==> src/design/sparse_set_handle_pool_top_macros.svh <==
// ----------------------------------------------------------------------------
// Assertion macros for the handle pool
// Clocked on clk_i and disabled while rst_ni is low.
// ----------------------------------------------------------------------------
`ifndef SPARSE_SET_HANDLE_POOL_TOP_MACROS_SVH
`define SPARSE_SET_HANDLE_POOL_TOP_MACROS_SVH

// Consequent checked in the same cycle as the antecedent, or later with a delay.
`define SSP_ASSERT_IMP(label, ante, cons, msg) \
  label: assert property (@(posedge clk_i) disable iff (!rst_ni) (ante) |-> cons) \
    else $error(msg);

// Consequent checked in the cycle after the antecedent.
`define SSP_ASSERT_NEXT(label, ante, cons, msg) \
  label: assert property (@(posedge clk_i) disable iff (!rst_ni) (ante) |=> (cons)) \
    else $error(msg);

`endif

==> src/design/ssp_pkg.sv <==
// ----------------------------------------------------------------------------
// ssp_pkg
// Shared widths, codes and controller/datapath command type of the handle pool.
// ----------------------------------------------------------------------------
`timescale 1ns / 1ps

package ssp_pkg;

  // Default sizing
  localparam int HANDLES_DEF    = 64;
  localparam int DATA_WIDTH_DEF = 32;

  // Transaction field widths
  localparam int ACTION_W = 3;
  localparam int HANDLE_W = 6;
  localparam int VALUE_W  = 32;
  localparam int STATUS_W = 2;
  localparam int SLOT_W   = 6;
  localparam int COUNT_W  = 7;

  // Action codes
  localparam logic [ACTION_W-1:0] ACT_CREATE = 3'd0;
  localparam logic [ACTION_W-1:0] ACT_REMOVE = 3'd1;
  localparam logic [ACTION_W-1:0] ACT_QUERY  = 3'd2;
  localparam logic [ACTION_W-1:0] ACT_WRITE  = 3'd3;
  localparam logic [ACTION_W-1:0] ACT_CLEAR  = 3'd4;

  // Status codes
  localparam logic [STATUS_W-1:0] ST_OK     = 2'd0;
  localparam logic [STATUS_W-1:0] ST_ABSENT = 2'd1;
  localparam logic [STATUS_W-1:0] ST_FULL   = 2'd2;

  // Per-cycle commands from the controller to the datapath
  typedef struct packed {
    logic lookup;  // accept: latch inputs, read map and free-stack top
    logic fetch;   // read data word and last dense entry
    logic exec;    // update stores and register the result
  } ssp_cmd_t;

endpackage

==> src/design/ssp_ctrl.sv <==
// ----------------------------------------------------------------------------
// ssp_ctrl
// Sequencer of the handle pool: accept, fetch and execute phases.
// ----------------------------------------------------------------------------
`timescale 1ns / 1ps

module ssp_ctrl (
  input  logic             clk_i,
  input  logic             rst_ni,
  input  logic             start,
  output logic             busy,
  output logic             done_o,
  output ssp_pkg::ssp_cmd_t cmd_o
);
  import ssp_pkg::*;

  typedef enum logic [1:0] {
    S_IDLE,
    S_FETCH,
    S_EXEC
  } state_e;

  state_e state_q;
  logic   busy_q;
  logic   done_q;
  logic   accept;

  assign accept = start && !busy_q;

  // Commands for the current cycle
  always_comb begin
    cmd_o.lookup = accept;
    cmd_o.fetch  = (state_q == S_FETCH);
    cmd_o.exec   = (state_q == S_EXEC);
  end

  // State and registered handshake outputs
  always_ff @(posedge clk_i or negedge rst_ni) begin
    if (!rst_ni) begin
      state_q <= S_IDLE;
      busy_q  <= 1'b0;
      done_q  <= 1'b0;
    end else begin
      done_q <= 1'b0;
      case (state_q)
        S_IDLE: begin
          if (accept) begin
            state_q <= S_FETCH;
            busy_q  <= 1'b1;
          end
        end
        S_FETCH: begin
          state_q <= S_EXEC;
        end
        S_EXEC: begin
          state_q <= S_IDLE;
          busy_q  <= 1'b0;
          done_q  <= 1'b1;
        end
        default: begin
          state_q <= S_IDLE;
          busy_q  <= 1'b0;
        end
      endcase
    end
  end

  assign busy   = busy_q;
  assign done_o = done_q;

endmodule

==> src/design/ssp_datapath.sv <==
// ----------------------------------------------------------------------------
// ssp_datapath
// Map, dense arrays, free stack, counters and result registers of the pool.
// ----------------------------------------------------------------------------
`timescale 1ns / 1ps

module ssp_datapath #(
  parameter int HANDLES    = ssp_pkg::HANDLES_DEF,
  parameter int DATA_WIDTH = ssp_pkg::DATA_WIDTH_DEF
) (
  input  logic                          clk_i,
  input  logic                          rst_ni,
  input  ssp_pkg::ssp_cmd_t             cmd_i,
  input  logic [ssp_pkg::ACTION_W-1:0]  action_i,
  input  logic [ssp_pkg::HANDLE_W-1:0]  handle_i,
  input  logic [ssp_pkg::VALUE_W-1:0]   value_i,
  output logic [ssp_pkg::STATUS_W-1:0]  status_o,
  output logic [ssp_pkg::HANDLE_W-1:0]  new_handle_o,
  output logic                          present_o,
  output logic [ssp_pkg::VALUE_W-1:0]   data_out_o,
  output logic [ssp_pkg::SLOT_W-1:0]    slot_o,
  output logic [ssp_pkg::COUNT_W-1:0]   live_count_o
);
  import ssp_pkg::*;

  localparam int IW = $clog2(HANDLES);
  localparam int CW = $clog2(HANDLES + 1);

  // Stores
  logic [IW-1:0]         h2s_mem  [HANDLES];
  logic [IW-1:0]         s2h_mem  [HANDLES];
  logic [DATA_WIDTH-1:0] data_mem [HANDLES];
  logic [IW-1:0]         free_mem [HANDLES];

  // Control state
  logic [HANDLES-1:0] valid_q, valid_d;
  logic [CW-1:0]      entry_cnt_q, entry_cnt_d;
  logic [CW-1:0]      free_depth_q, free_depth_d;
  logic [CW-1:0]      fresh_q, fresh_d;

  // Latched transaction
  logic [ACTION_W-1:0] action_q;
  logic [HANDLE_W-1:0] handle_q;
  logic [VALUE_W-1:0]  value_q;

  // Registered read data
  logic [IW-1:0]         h2s_rd_q;
  logic [IW-1:0]         free_rd_q;
  logic [IW-1:0]         moved_q;
  logic [DATA_WIDTH-1:0] data_rd_q;

  // Result registers
  logic [STATUS_W-1:0] status_q, status_d;
  logic [HANDLE_W-1:0] new_handle_q, new_handle_d;
  logic                present_q, present_d;
  logic [VALUE_W-1:0]  data_out_q, data_out_d;
  logic [SLOT_W-1:0]   slot_q, slot_d;
  logic [COUNT_W-1:0]  live_q, live_d;

  // Write ports
  logic                  h2s_we,  s2h_we,  data_we,  free_we;
  logic [IW-1:0]         h2s_wa,  s2h_wa,  data_wa,  free_wa;
  logic [IW-1:0]         h2s_wd,  s2h_wd,  free_wd;
  logic [DATA_WIDTH-1:0] data_wd;

  // Decoded values
  logic [IW-1:0]         h_idx;
  logic                  h_in_range;
  logic                  live;
  logic [IW-1:0]         last;
  logic [IW-1:0]         data_ra;
  logic                  use_free;
  logic [IW-1:0]         got;
  logic                  can_create;
  logic [DATA_WIDTH-1:0] wr_word;

  assign h_idx      = IW'(handle_q);
  assign h_in_range = int'(handle_q) < HANDLES;
  assign live       = h_in_range && valid_q[h_idx];
  assign last       = IW'(entry_cnt_q - 1'b1);
  assign data_ra    = (action_q == ACT_REMOVE) ? last : h2s_rd_q;
  assign use_free   = (free_depth_q != '0);
  assign got        = use_free ? free_rd_q : IW'(fresh_q);
  assign can_create = (use_free || (fresh_q < CW'(HANDLES))) &&
                      (entry_cnt_q < CW'(HANDLES));
  assign wr_word    = DATA_WIDTH'(value_q);

  // Execute phase: store updates and result
  always_comb begin
    valid_d      = valid_q;
    entry_cnt_d  = entry_cnt_q;
    free_depth_d = free_depth_q;
    fresh_d      = fresh_q;
    h2s_we = 1'b0; h2s_wa = '0; h2s_wd = '0;
    s2h_we = 1'b0; s2h_wa = '0; s2h_wd = '0;
    data_we = 1'b0; data_wa = '0; data_wd = '0;
    free_we = 1'b0; free_wa = '0; free_wd = '0;
    status_d     = ST_OK;
    new_handle_d = '0;
    present_d    = 1'b0;
    data_out_d   = '0;
    slot_d       = '0;

    if (cmd_i.exec) begin
      case (action_q)
        ACT_CREATE: begin
          if (can_create) begin
            s2h_we  = 1'b1; s2h_wa  = IW'(entry_cnt_q); s2h_wd = got;
            h2s_we  = 1'b1; h2s_wa  = got;              h2s_wd = IW'(entry_cnt_q);
            data_we = 1'b1; data_wa = IW'(entry_cnt_q); data_wd = '0;
            valid_d[got] = 1'b1;
            entry_cnt_d  = entry_cnt_q + 1'b1;
            if (use_free) begin
              free_depth_d = free_depth_q - 1'b1;
            end else begin
              fresh_d = fresh_q + 1'b1;
            end
            new_handle_d = HANDLE_W'(got);
            slot_d       = SLOT_W'(entry_cnt_q);
          end else begin
            status_d = ST_FULL;
          end
        end
        ACT_REMOVE: begin
          if (live) begin
            // Move the last dense entry into the vacated slot
            if (h2s_rd_q != last) begin
              s2h_we  = 1'b1; s2h_wa  = h2s_rd_q; s2h_wd  = moved_q;
              data_we = 1'b1; data_wa = h2s_rd_q; data_wd = data_rd_q;
              h2s_we  = 1'b1; h2s_wa  = moved_q;  h2s_wd  = h2s_rd_q;
            end
            valid_d[h_idx] = 1'b0;
            entry_cnt_d    = entry_cnt_q - 1'b1;
            if (free_depth_q < CW'(HANDLES)) begin
              free_we = 1'b1; free_wa = IW'(free_depth_q); free_wd = h_idx;
              free_depth_d = free_depth_q + 1'b1;
            end
          end else begin
            status_d = ST_ABSENT;
          end
        end
        ACT_QUERY: begin
          if (live) begin
            present_d  = 1'b1;
            slot_d     = SLOT_W'(h2s_rd_q);
            data_out_d = VALUE_W'(data_rd_q);
          end else begin
            status_d = ST_ABSENT;
          end
        end
        ACT_WRITE: begin
          if (live) begin
            data_we = 1'b1; data_wa = h2s_rd_q; data_wd = wr_word;
            present_d  = 1'b1;
            slot_d     = SLOT_W'(h2s_rd_q);
            data_out_d = VALUE_W'(wr_word);
          end else begin
            status_d = ST_ABSENT;
          end
        end
        ACT_CLEAR: begin
          valid_d      = '0;
          entry_cnt_d  = '0;
          free_depth_d = '0;
          fresh_d      = '0;
        end
        default: begin
        end
      endcase
    end
    live_d = COUNT_W'(entry_cnt_d);
  end

  // Control state registers
  always_ff @(posedge clk_i or negedge rst_ni) begin
    if (!rst_ni) begin
      valid_q      <= '0;
      entry_cnt_q  <= '0;
      free_depth_q <= '0;
      fresh_q      <= '0;
    end else begin
      valid_q      <= valid_d;
      entry_cnt_q  <= entry_cnt_d;
      free_depth_q <= free_depth_d;
      fresh_q      <= fresh_d;
    end
  end

  // Transaction latch and result registers
  always_ff @(posedge clk_i) begin
    if (cmd_i.lookup) begin
      action_q <= action_i;
      handle_q <= handle_i;
      value_q  <= value_i;
    end
    if (cmd_i.exec) begin
      status_q     <= status_d;
      new_handle_q <= new_handle_d;
      present_q    <= present_d;
      data_out_q   <= data_out_d;
      slot_q       <= slot_d;
      live_q       <= live_d;
    end
  end

  // Handle-to-slot map
  always_ff @(posedge clk_i) begin
    if (h2s_we) begin
      h2s_mem[h2s_wa] <= h2s_wd;
    end
    if (cmd_i.lookup) begin
      h2s_rd_q <= h2s_mem[IW'(handle_i)];
    end
  end

  // Free stack, top read at accept
  always_ff @(posedge clk_i) begin
    if (free_we) begin
      free_mem[free_wa] <= free_wd;
    end
    if (cmd_i.lookup) begin
      free_rd_q <= free_mem[IW'(free_depth_q - 1'b1)];
    end
  end

  // Slot-to-handle array, last entry read in fetch
  always_ff @(posedge clk_i) begin
    if (s2h_we) begin
      s2h_mem[s2h_wa] <= s2h_wd;
    end
    if (cmd_i.fetch) begin
      moved_q <= s2h_mem[last];
    end
  end

  // Dense data words
  always_ff @(posedge clk_i) begin
    if (data_we) begin
      data_mem[data_wa] <= data_wd;
    end
    if (cmd_i.fetch) begin
      data_rd_q <= data_mem[data_ra];
    end
  end

  assign status_o     = status_q;
  assign new_handle_o = new_handle_q;
  assign present_o    = present_q;
  assign data_out_o   = data_out_q;
  assign slot_o       = slot_q;
  assign live_count_o = live_q;

endmodule

==> src/design/sparse_set_handle_pool_top.sv <==
// ----------------------------------------------------------------------------
// sparse_set_handle_pool_top
// Fixed-size sparse set handing out handles, with a LIFO free list.
// ----------------------------------------------------------------------------
// Usage:
//   Command channel: a transaction (action_i, handle_i, value_i) is taken at a
//   rising edge with start high and busy low. busy then stays high while the
//   transaction runs through the fetch and execute states.
//   Result channel: done_o is high for exactly one cycle with the result on
//   status_o, new_handle_o, present_o, data_out_o, slot_o and live_count_o.
//   The receiver cannot stall; results must be taken when shown.
//   done_o is registered and rises once the execute state ends. The block
//   takes no new transaction until the last is done; the chain of registered
//   reads runs map and free-stack top, then data word and last dense entry,
//   then the update of all stores.
//   A new transaction may be started in the cycle that shows done_o.
//   Reset: the pool is empty at once (live bits, counters and free depth
//   cleared by reset); no clearing pass runs, so the block is ready
//   immediately after reset.
// ----------------------------------------------------------------------------
`timescale 1ns / 1ps
`include "sparse_set_handle_pool_top_macros.svh"

module sparse_set_handle_pool_top #(
  parameter int HANDLES    = ssp_pkg::HANDLES_DEF,
  parameter int DATA_WIDTH = ssp_pkg::DATA_WIDTH_DEF
) (
  input  logic                          clk_i,
  input  logic                          rst_ni,
  input  logic                          start,
  output logic                          busy,
  input  logic [ssp_pkg::ACTION_W-1:0]  action_i,
  input  logic [ssp_pkg::HANDLE_W-1:0]  handle_i,
  input  logic [ssp_pkg::VALUE_W-1:0]   value_i,
  output logic                          done_o,
  output logic [ssp_pkg::STATUS_W-1:0]  status_o,
  output logic [ssp_pkg::HANDLE_W-1:0]  new_handle_o,
  output logic                          present_o,
  output logic [ssp_pkg::VALUE_W-1:0]   data_out_o,
  output logic [ssp_pkg::SLOT_W-1:0]    slot_o,
  output logic [ssp_pkg::COUNT_W-1:0]   live_count_o
);
  import ssp_pkg::*;

  ssp_cmd_t cmd;

  // Sequencer
  ssp_ctrl u_ctrl (
    .clk_i  (clk_i),
    .rst_ni (rst_ni),
    .start  (start),
    .busy   (busy),
    .done_o (done_o),
    .cmd_o  (cmd)
  );

  // Stores and result registers
  ssp_datapath #(
    .HANDLES    (HANDLES),
    .DATA_WIDTH (DATA_WIDTH)
  ) u_datapath (
    .clk_i        (clk_i),
    .rst_ni       (rst_ni),
    .cmd_i        (cmd),
    .action_i     (action_i),
    .handle_i     (handle_i),
    .value_i      (value_i),
    .status_o     (status_o),
    .new_handle_o (new_handle_o),
    .present_o    (present_o),
    .data_out_o   (data_out_o),
    .slot_o       (slot_o),
    .live_count_o (live_count_o)
  );

  // Checks
  `SSP_ASSERT_IMP(a_done_latency, start && !busy, ##3 done_o, "result strobe missing")
  `SSP_ASSERT_NEXT(a_busy_after_accept, start && !busy, busy && !done_o, "not busy after accept")
  `SSP_ASSERT_IMP(a_done_not_busy, done_o, !busy, "result shown while busy")
  `SSP_ASSERT_IMP(a_status_code, done_o, (status_o == ST_OK || status_o == ST_ABSENT || status_o == ST_FULL), "bad status code")

endmodule

==> config.mk <==
export PLATFORM = sky130hd
export DESIGN_NAME = sparse_set_handle_pool_top
export DESIGN_NICKNAME = d
export VERILOG_FILES = /design/src/design/ssp_pkg.sv /design/src/design/ssp_ctrl.sv /design/src/design/ssp_datapath.sv /design/src/design/sparse_set_handle_pool_top.sv
export VERILOG_INCLUDE_DIRS = /design/src /design/src/design
export SDC_FILE = /design/constraint.sdc
export NUM_CORES = 2
export LEC_CHECK = 0
export BUFFER_PORTS_ARGS = -buffer_cell sky130_fd_sc_hd__buf_2
export CORE_ASPECT_RATIO = 0.9
export CORE_MARGIN = 8
export CORE_UTILIZATION = 45
export CTS_BUF_LIST = sky130_fd_sc_hd__clkbuf_4 sky130_fd_sc_hd__clkbuf_8
export CTS_CLUSTER_SIZE = 30
export DETAILED_ROUTE_END_ITERATION = 16
export PLACE_DENSITY_LB_ADDON = 0.2
export SYNTH_ARGS = -nofsm -noshare
export SYNTH_HDL_FRONTEND = slang
export SYNTH_HIERARCHICAL = 1
export SYNTH_SLANG_ARGS = --single-unit
==> constraint.sdc <==
create_clock -name clk_i -period 14.9 [get_ports clk_i]
set_input_delay 0.745 -clock clk_i [delete_from_list [all_inputs] [get_ports clk_i]]
set_output_delay 0.745 -clock clk_i [all_outputs]
set_load 0.01 [all_outputs]
### Word-level counts from Yosys, hierarchy flattened

Memories as Yosys holds them, arrays and structs flattened. A register that Yosys moved wholly into a read port is not among the register bits.
Index checks and enable logic that the tools add are counted.

* $add $sub $neg: 5
* magnitude comparators: 7
* equal/unequal tests: 13
* mux-type cells: 78
* bitwise gates (word level): 4
* reductions and logical operators: 17

Operators by type and width (count)
* 64-bit one-hot mux with 3 select lines: 1
* 32-bit 2-to-1 mux: 5
* 64-bit 2-to-1 mux: 2
* 32-bit one-hot mux with 2 select lines: 2
* 6-bit 2-to-1 mux: 20
* 64-bit bitwise AND: 1
* 64-bit inverter: 1
* 64-bit OR: 1
* 7-bit 2-to-1 mux: 9
* 7-bit one-hot mux with 3 select lines: 2
* 6-bit one-hot mux with 2 select lines: 3
* 1-bit 2-to-1 mux: 22
* 7-bit by 1-bit adder with 7-bit output, second input constant: 3
* 7-bit < comparator, second input constant: 3
* 6-bit one-hot mux with 3 select lines: 1
* 6-bit by 7-bit < comparator with 1-bit output, second input constant: 2
* 7-bit one-hot mux with 2 select lines: 1
* 7-bit by 1-bit subtractor with 7-bit output, second input constant: 2
* 1-bit demux with 6-bit select: 2
* 6-bit by 1-bit greater-or-equal comparator with 1-bit output, second input constant: 2
* 2-bit by 1-bit != test with 1-bit output, second input constant: 4
* 2-bit one-hot mux with 2 select lines: 2
* 4-bit AND reduction: 2
* 7-bit nonzero test: 1
* other kinds (23): 30

* bits in registers: 184
* RAM bits: 3200
* input port bits: 44
* output and inout port bits: 56
* logic and storage cells: 144
* memories kept: 4

Memories
* u_datapath.data_mem: depth 64, width 32, rd ports 1, clocked after Yosys merged registers in 1, write ports 1, RTL line ssp_datapath.sv:32 `logic [DATA_WIDTH-1:0] data_mem [HANDLES];`
* u_datapath.free_mem: depth 64, width 6, rd ports 1, clocked after Yosys merged registers in 1, write ports 1, RTL line ssp_datapath.sv:33 `logic [IW-1:0] free_mem [HANDLES];`
* u_datapath.h2s_mem: depth 64, width 6, rd ports 1, clocked after Yosys merged registers in 1, write ports 1, RTL line ssp_datapath.sv:30 `logic [IW-1:0] h2s_mem [HANDLES];`
* u_datapath.s2h_mem: depth 64, width 6, rd ports 1, clocked after Yosys merged registers in 1, write ports 1, RTL line ssp_datapath.sv:31 `logic [IW-1:0] s2h_mem [HANDLES];`

### Depth between registers and ports, before layout

* depth after elaboration: 9
* depth in mapped cells: 17
* mapped depth without buffers: 11

### Hierarchy

The synthesis kept the hierarchy.

By module, submodules not included
* ssp_datapath: instances 1, cells an instance 6452, area an instance 134783.0 µm², seq. area each 102573.4 µm²
* ssp_ctrl: instances 1, cells an instance 13, area an instance 168.9 µm², seq. area each 100.1 µm²

### Worst setup path before layout

No wires, ideal clock.

* kind: register to register
* start: reg u_datapath.entry_cnt_q[0]
* end: mem u_datapath/data_mem[57][0] (netlist name), enable pin
* library setup time: 0.503 ns
* data arrival time: 6.704 ns
* required time: 14.397 ns
* slack: 7.694 ns
* cell stages (with the launch flop): 16
* buffers on the path: 5
* clock period less this slack: 7.206 ns
* cells stage by stage: dfrtp_1 > clkbuf_1 > buf_2 > buf_2 > clkbuf_1 > inv_1 > ha_1 > xnor2_2 > xnor2_1 > and4_1 > and2_1 > clkbuf_1 > nand2_1 > a41o_1 > nand4_1 > nor4_1

* longest elaborated chain between the ends: 8
* elaborated cells between the ends (all ways): 16
* those cells by class: add/sub (1); order compare (1); eq/ne (1); mux (12); reduce/logical (1)

RTL lines
* start, declared: RTL line ssp_datapath.sv:37 `logic [CW-1:0] entry_cnt_q, entry_cnt_d;`
* start signal, assigned: RTL line ssp_datapath.sv:183 `entry_cnt_q <= entry_cnt_d;`
* 7-bit by 1-bit subtractor with 7-bit output: RTL line ssp_datapath.sv:80 `assign last = IW'(entry_cnt_q - 1'b1);`
* 6-bit != test: RTL line ssp_datapath.sv:127 `if (h2s_rd_q != last) begin`
* 1-bit 2-to-1 mux: RTL line ssp_datapath.sv:127
* 1-bit 2-to-1 mux: RTL line ssp_datapath.sv:125 `if (live) begin`
* 1-bit one-hot mux with 3 select lines: RTL line ssp_datapath.sv:105 `case (action_q)`
* 1-bit 2-to-1 mux: RTL line ssp_datapath.sv:104 `if (cmd_i.exec) begin`
* 1-bit 2-to-1 mux: RTL line ssp_datapath.sv:238 `if (data_we) begin`
* 1-bit 2-to-1 mux (not written as such): RTL line ssp_datapath.sv:239 `data_mem[data_wa] <= data_wd;`
* end, declared: RTL line ssp_datapath.sv:32

Parallel ways exist; a longest one is shown, timed or not.

### Final worst setup path

* start: reg u_datapath.entry_cnt_q[0]
* end: reg u_datapath.data_rd_q[16] (read register of u_datapath.data_mem), data pin

* longest elaborated chain between the ends: 2

RTL lines
* 7-bit by 1-bit subtractor with 7-bit output: RTL line ssp_datapath.sv:80
* 6-bit 2-to-1 mux: RTL line ssp_datapath.sv:81 `assign data_ra = (action_q == ACT_REMOVE) ? last : h2s_rd_q;`
* end, declared: RTL line ssp_datapath.sv:50 `logic [DATA_WIDTH-1:0] data_rd_q;`

No other way between the ends.
A chain may end at the register's enable or synchronous reset.

==> results.ini <==
[global_route]
gr-max-usage-layer = met2
grt_pass1_wl_um = 505000
grt.met1_usage_pct = 31.5
grt_pass1_vias = 69200
gr-usage-all-layers_pct = 21.8
grtUsageMet2_pct = 34.4
grt_util_met3_pct = 4.40
grt_max_degree = 135
antenna_found_initial = 9
overflow = 0

[critical_path]
critPathKind = reg -> reg
required_ns = 15.78
reg2reg_depth = 12
arrival_ns = 7.75
endpoint_kind = register
r2r_slack_ns = 8.03
path_max_fanout = 54
reg2reg_to = u_datapath/data_rd_q[16]$_DFFE_PP_
cp-start-kind = register
rr_startpoint = u_datapath/entry_cnt_q[0]$_DFF_PN0_

[placement]
port_buffers = 99
pre_cts_ws_ns = 7.86
hpwl_um = 203000
place_inst = 10300
place.gp.congestion = 0.829
dpl-instance-area_mm2 = 0.141

[layout]
area_delta_synth_final_pct = 12.8
final_cells = 11300
layout-drive-gt1-share_pct = 29.8
final_area_mm2 = 0.152
finalNetCount = 7027

[detailed_routing]
avgViaCountPerCell = 6.04
drt-total-wl_um = 353000
route.detailed.drc = 0
drt_iter0_markers = 7364
first_pass_iters = 5
vias = 68400
ant_nets = 0
avgRoutedWirePerCell_um = 31.2

[outcome]
status = finished, final reports clean

[timing]
period_share_pct = 46.1
fin_tns_setup_ns = 0
finClkSkew_ns = 0.0617
hold_viol = 0
tightest_slew_ns = 1.34
setup_viol = 0
rsz0062_at_grt = false
drv_slew = 0
fin_crit_ns = 6.87
final.setup.worst_slack_ns = 8.03
slew_headroom_pct = 10.2
fmax_mhz = 146

[synthesis]
syn_inst = 6465
async_flop_share_pct = 2.59
synth.distinct_cells = 78
ys_seq_area_share_pct = 76.1
syn_area_mm2 = 0.135
synth-edff-count = 3345
syn-num-nets = 6516
yosys_register_bits = 3434
avgSynthCellArea_um2 = 20.9
synth_ff_type = edfxtp_1
yosys_warnings = 6

[cts]
cts_root_buffer = clkbuf_8
cts_tree = built
cts.htree.levels = 6
clock_latency_ns = 1.17
cts.path.max_buffers = 4
clkSinkCount = 3434
numCtsBuffers = 556
clk_pin_slew_ns = 0.07

[flow_run]
cap_violations = 0

[pwr]
vdd_drop_max_uv = 110
p_leak_uw = 0.0557
fin_total_pwr_uw = 20600
powerDensity_mw_per_mm2 = 135

[min_path]
hp-start = handle_i[1]
hp-class = in -> reg
whs_path_depth = 1
whs_endpoint = u_datapath/h_idx[1]$_DFFE_PP_

[floorplanning]
die_w_um = 593
io_pins = 100
dieArea_mm2 = 0.318
start_util_pct = 45.3
chipHeight_um = 536
fp.coreArea_mm2 = 0.298
rows = 190

## through the flow
stage          hold slack [ns]  util (%)
6_report                 0.250      51.1
3_5_place_dp             0.496      47.4
5_1_grt                  0.174      51.1
4_1_cts                  0.117      51.1
3_3_place_gp             0.490      47.4
2_1_floorplan            0.449         -
## per-layer routing
metal  routed length [µm]  vias up
li1                     -    28100
met5                    0        -
met1               148000    36800
met4                 8080        0
met2               168000     2977
met3                29200      446
## timing repair
item,CTS,global route
setup buffers,0,0
hold buffers,41,0
resized for setup,0,0
hold endpoints to repair,68,0
## report_power, final
part           switching (µW)  leakage [µW]  internal [µW]  total, µW
clock network            3680       0.00550           4130       7820
logic                    1370        0.0108            799       2170
registers                 120        0.0394          10500      10600
total                    5170        0.0557          15500      20600
## how the worst max path moves through the flow
| stage | cells after the start | from | endpoint |
|---|---|---|---|
| global placement | 11 | u_datapath/entry_cnt_q[0]$_DFF_PN0_ | u_datapath/data_rd_q[19]$_DFFE_PP_ |
| global route | 12 | u_datapath/entry_cnt_q[0]$_DFF_PN0_ | u_datapath/data_rd_q[19]$_DFFE_PP_ |
| floorplan | 15 | u_datapath/entry_cnt_q[0]$_DFF_PN0_ | u_datapath/data_mem[57][0]$_DFFE_PP_ |
| detailed placement | 11 | u_datapath/entry_cnt_q[0]$_DFF_PN0_ | u_datapath/data_rd_q[19]$_DFFE_PP_ |
| CTS | 11 | u_datapath/entry_cnt_q[0]$_DFF_PN0_ | u_datapath/data_rd_q[19]$_DFFE_PP_ |
| finish | 12 | u_datapath/entry_cnt_q[0]$_DFF_PN0_ | u_datapath/data_rd_q[16]$_DFFE_PP_ |
## cells by family after synthesis
group / share of synthesized area [%]
compound gates: 3.38
xor+xnor: 0.173
fa+ha+maj: 0.0649
buf+inv: 1.29
flops: 76.1
mux: 16.2
simple gates: 2.85
## state kept, by name (all words and copies together), names as in the netlist, 32 cells and up
signal	count
u_datapath/data_mem	2048
u_datapath/s2h_mem	384
u_datapath/valid_q	64
u_datapath/free_mem	384
u_datapath/h2s_mem	384
u_datapath/data_out_o	32
u_datapath/value_q	32
u_datapath/data_rd_q	32
## critical path, stage by stage, from the launching register on
cell and delay (ns):
dfrtp_4 0.96, inv_1 0.22, ha_4 0.83, mux2_8 0.60, buf_4 0.76, buf_4 0.80
buf_4 0.73, mux4_2 0.40, and2_1 0.17, a211oi_1 0.22, a21oi_1 0.23, a22oi_1 0.43
nand2_1 0.09
## cell type report
type	instances	area, µm²
tap	3936	4920
sequential	3434	103000
clock inverter	205	1230
inverter	15	56.3
antenna	5	12.5
timing repair buffer	336	2460
clock buffer	766	9270
multi-input combinational	2633	31600
fill	23700	146000
## synthesized netlist by cell type (29+ instances only)
cell | n | area (µm²)
buf_2 | 95 | 475
nand4_1 | 32 | 200
buf_1 | 59 | 221
a21oi_1 | 293 | 1470
mux2i_1 | 205 | 2050
a22oi_1 | 73 | 548
dfrtp_1 | 89 | 2230
buf_4 | 32 | 240
a211oi_1 | 140 | 1050
o21ai_0 | 89 | 445
a32oi_1 | 35 | 307
mux4_2 | 876 | 19700
nor3_1 | 29 | 145
and2_1 | 140 | 876
nor2_1 | 367 | 1380
clkbuf_1 | 196 | 736
edfxtp_1 | 3345 | 100000
nand2_1 | 120 | 450
## placed cells by master, fill, tap and decap left out, types with 6 or more instances in the layout
| cell | instances |
|---|---|
| nor3_1 | 27 |
| nor2_1 | 261 |
| buf_2 | 96 |
| clkinv_2 | 37 |
| edfxtp_1 | 3345 |
| and2_1 | 129 |
| nor2b_1 | 12 |
| xnor2_1 | 8 |
| a211oi_1 | 139 |
| clkbuf_8 | 563 |
| a32oi_1 | 35 |
| mux2i_1 | 205 |
| nand4_1 | 32 |
| buf_4 | 192 |
| a31o_2 | 8 |
| a21oi_1 | 289 |
| nand2b_1 | 6 |
| o21ai_0 | 89 |
| or3_1 | 8 |
| nand3_1 | 27 |
| nor3_2 | 6 |
| nor2_4 | 106 |
| inv_1 | 13 |
| and2_2 | 11 |
| inv_6 | 7 |
| and3_1 | 10 |
| mux4_2 | 876 |
| nand2_1 | 119 |
| dfrtp_1 | 87 |
| a31oi_1 | 12 |
| clkinv_1 | 115 |
| dlygate4sd3_1 | 41 |
| o211ai_1 | 7 |
| clkinvlp_4 | 29 |
| a22oi_1 | 73 |
| clkbuf_4 | 203 |
| bufinv_16 | 6 |
Power figures use the tool's default switching activity.
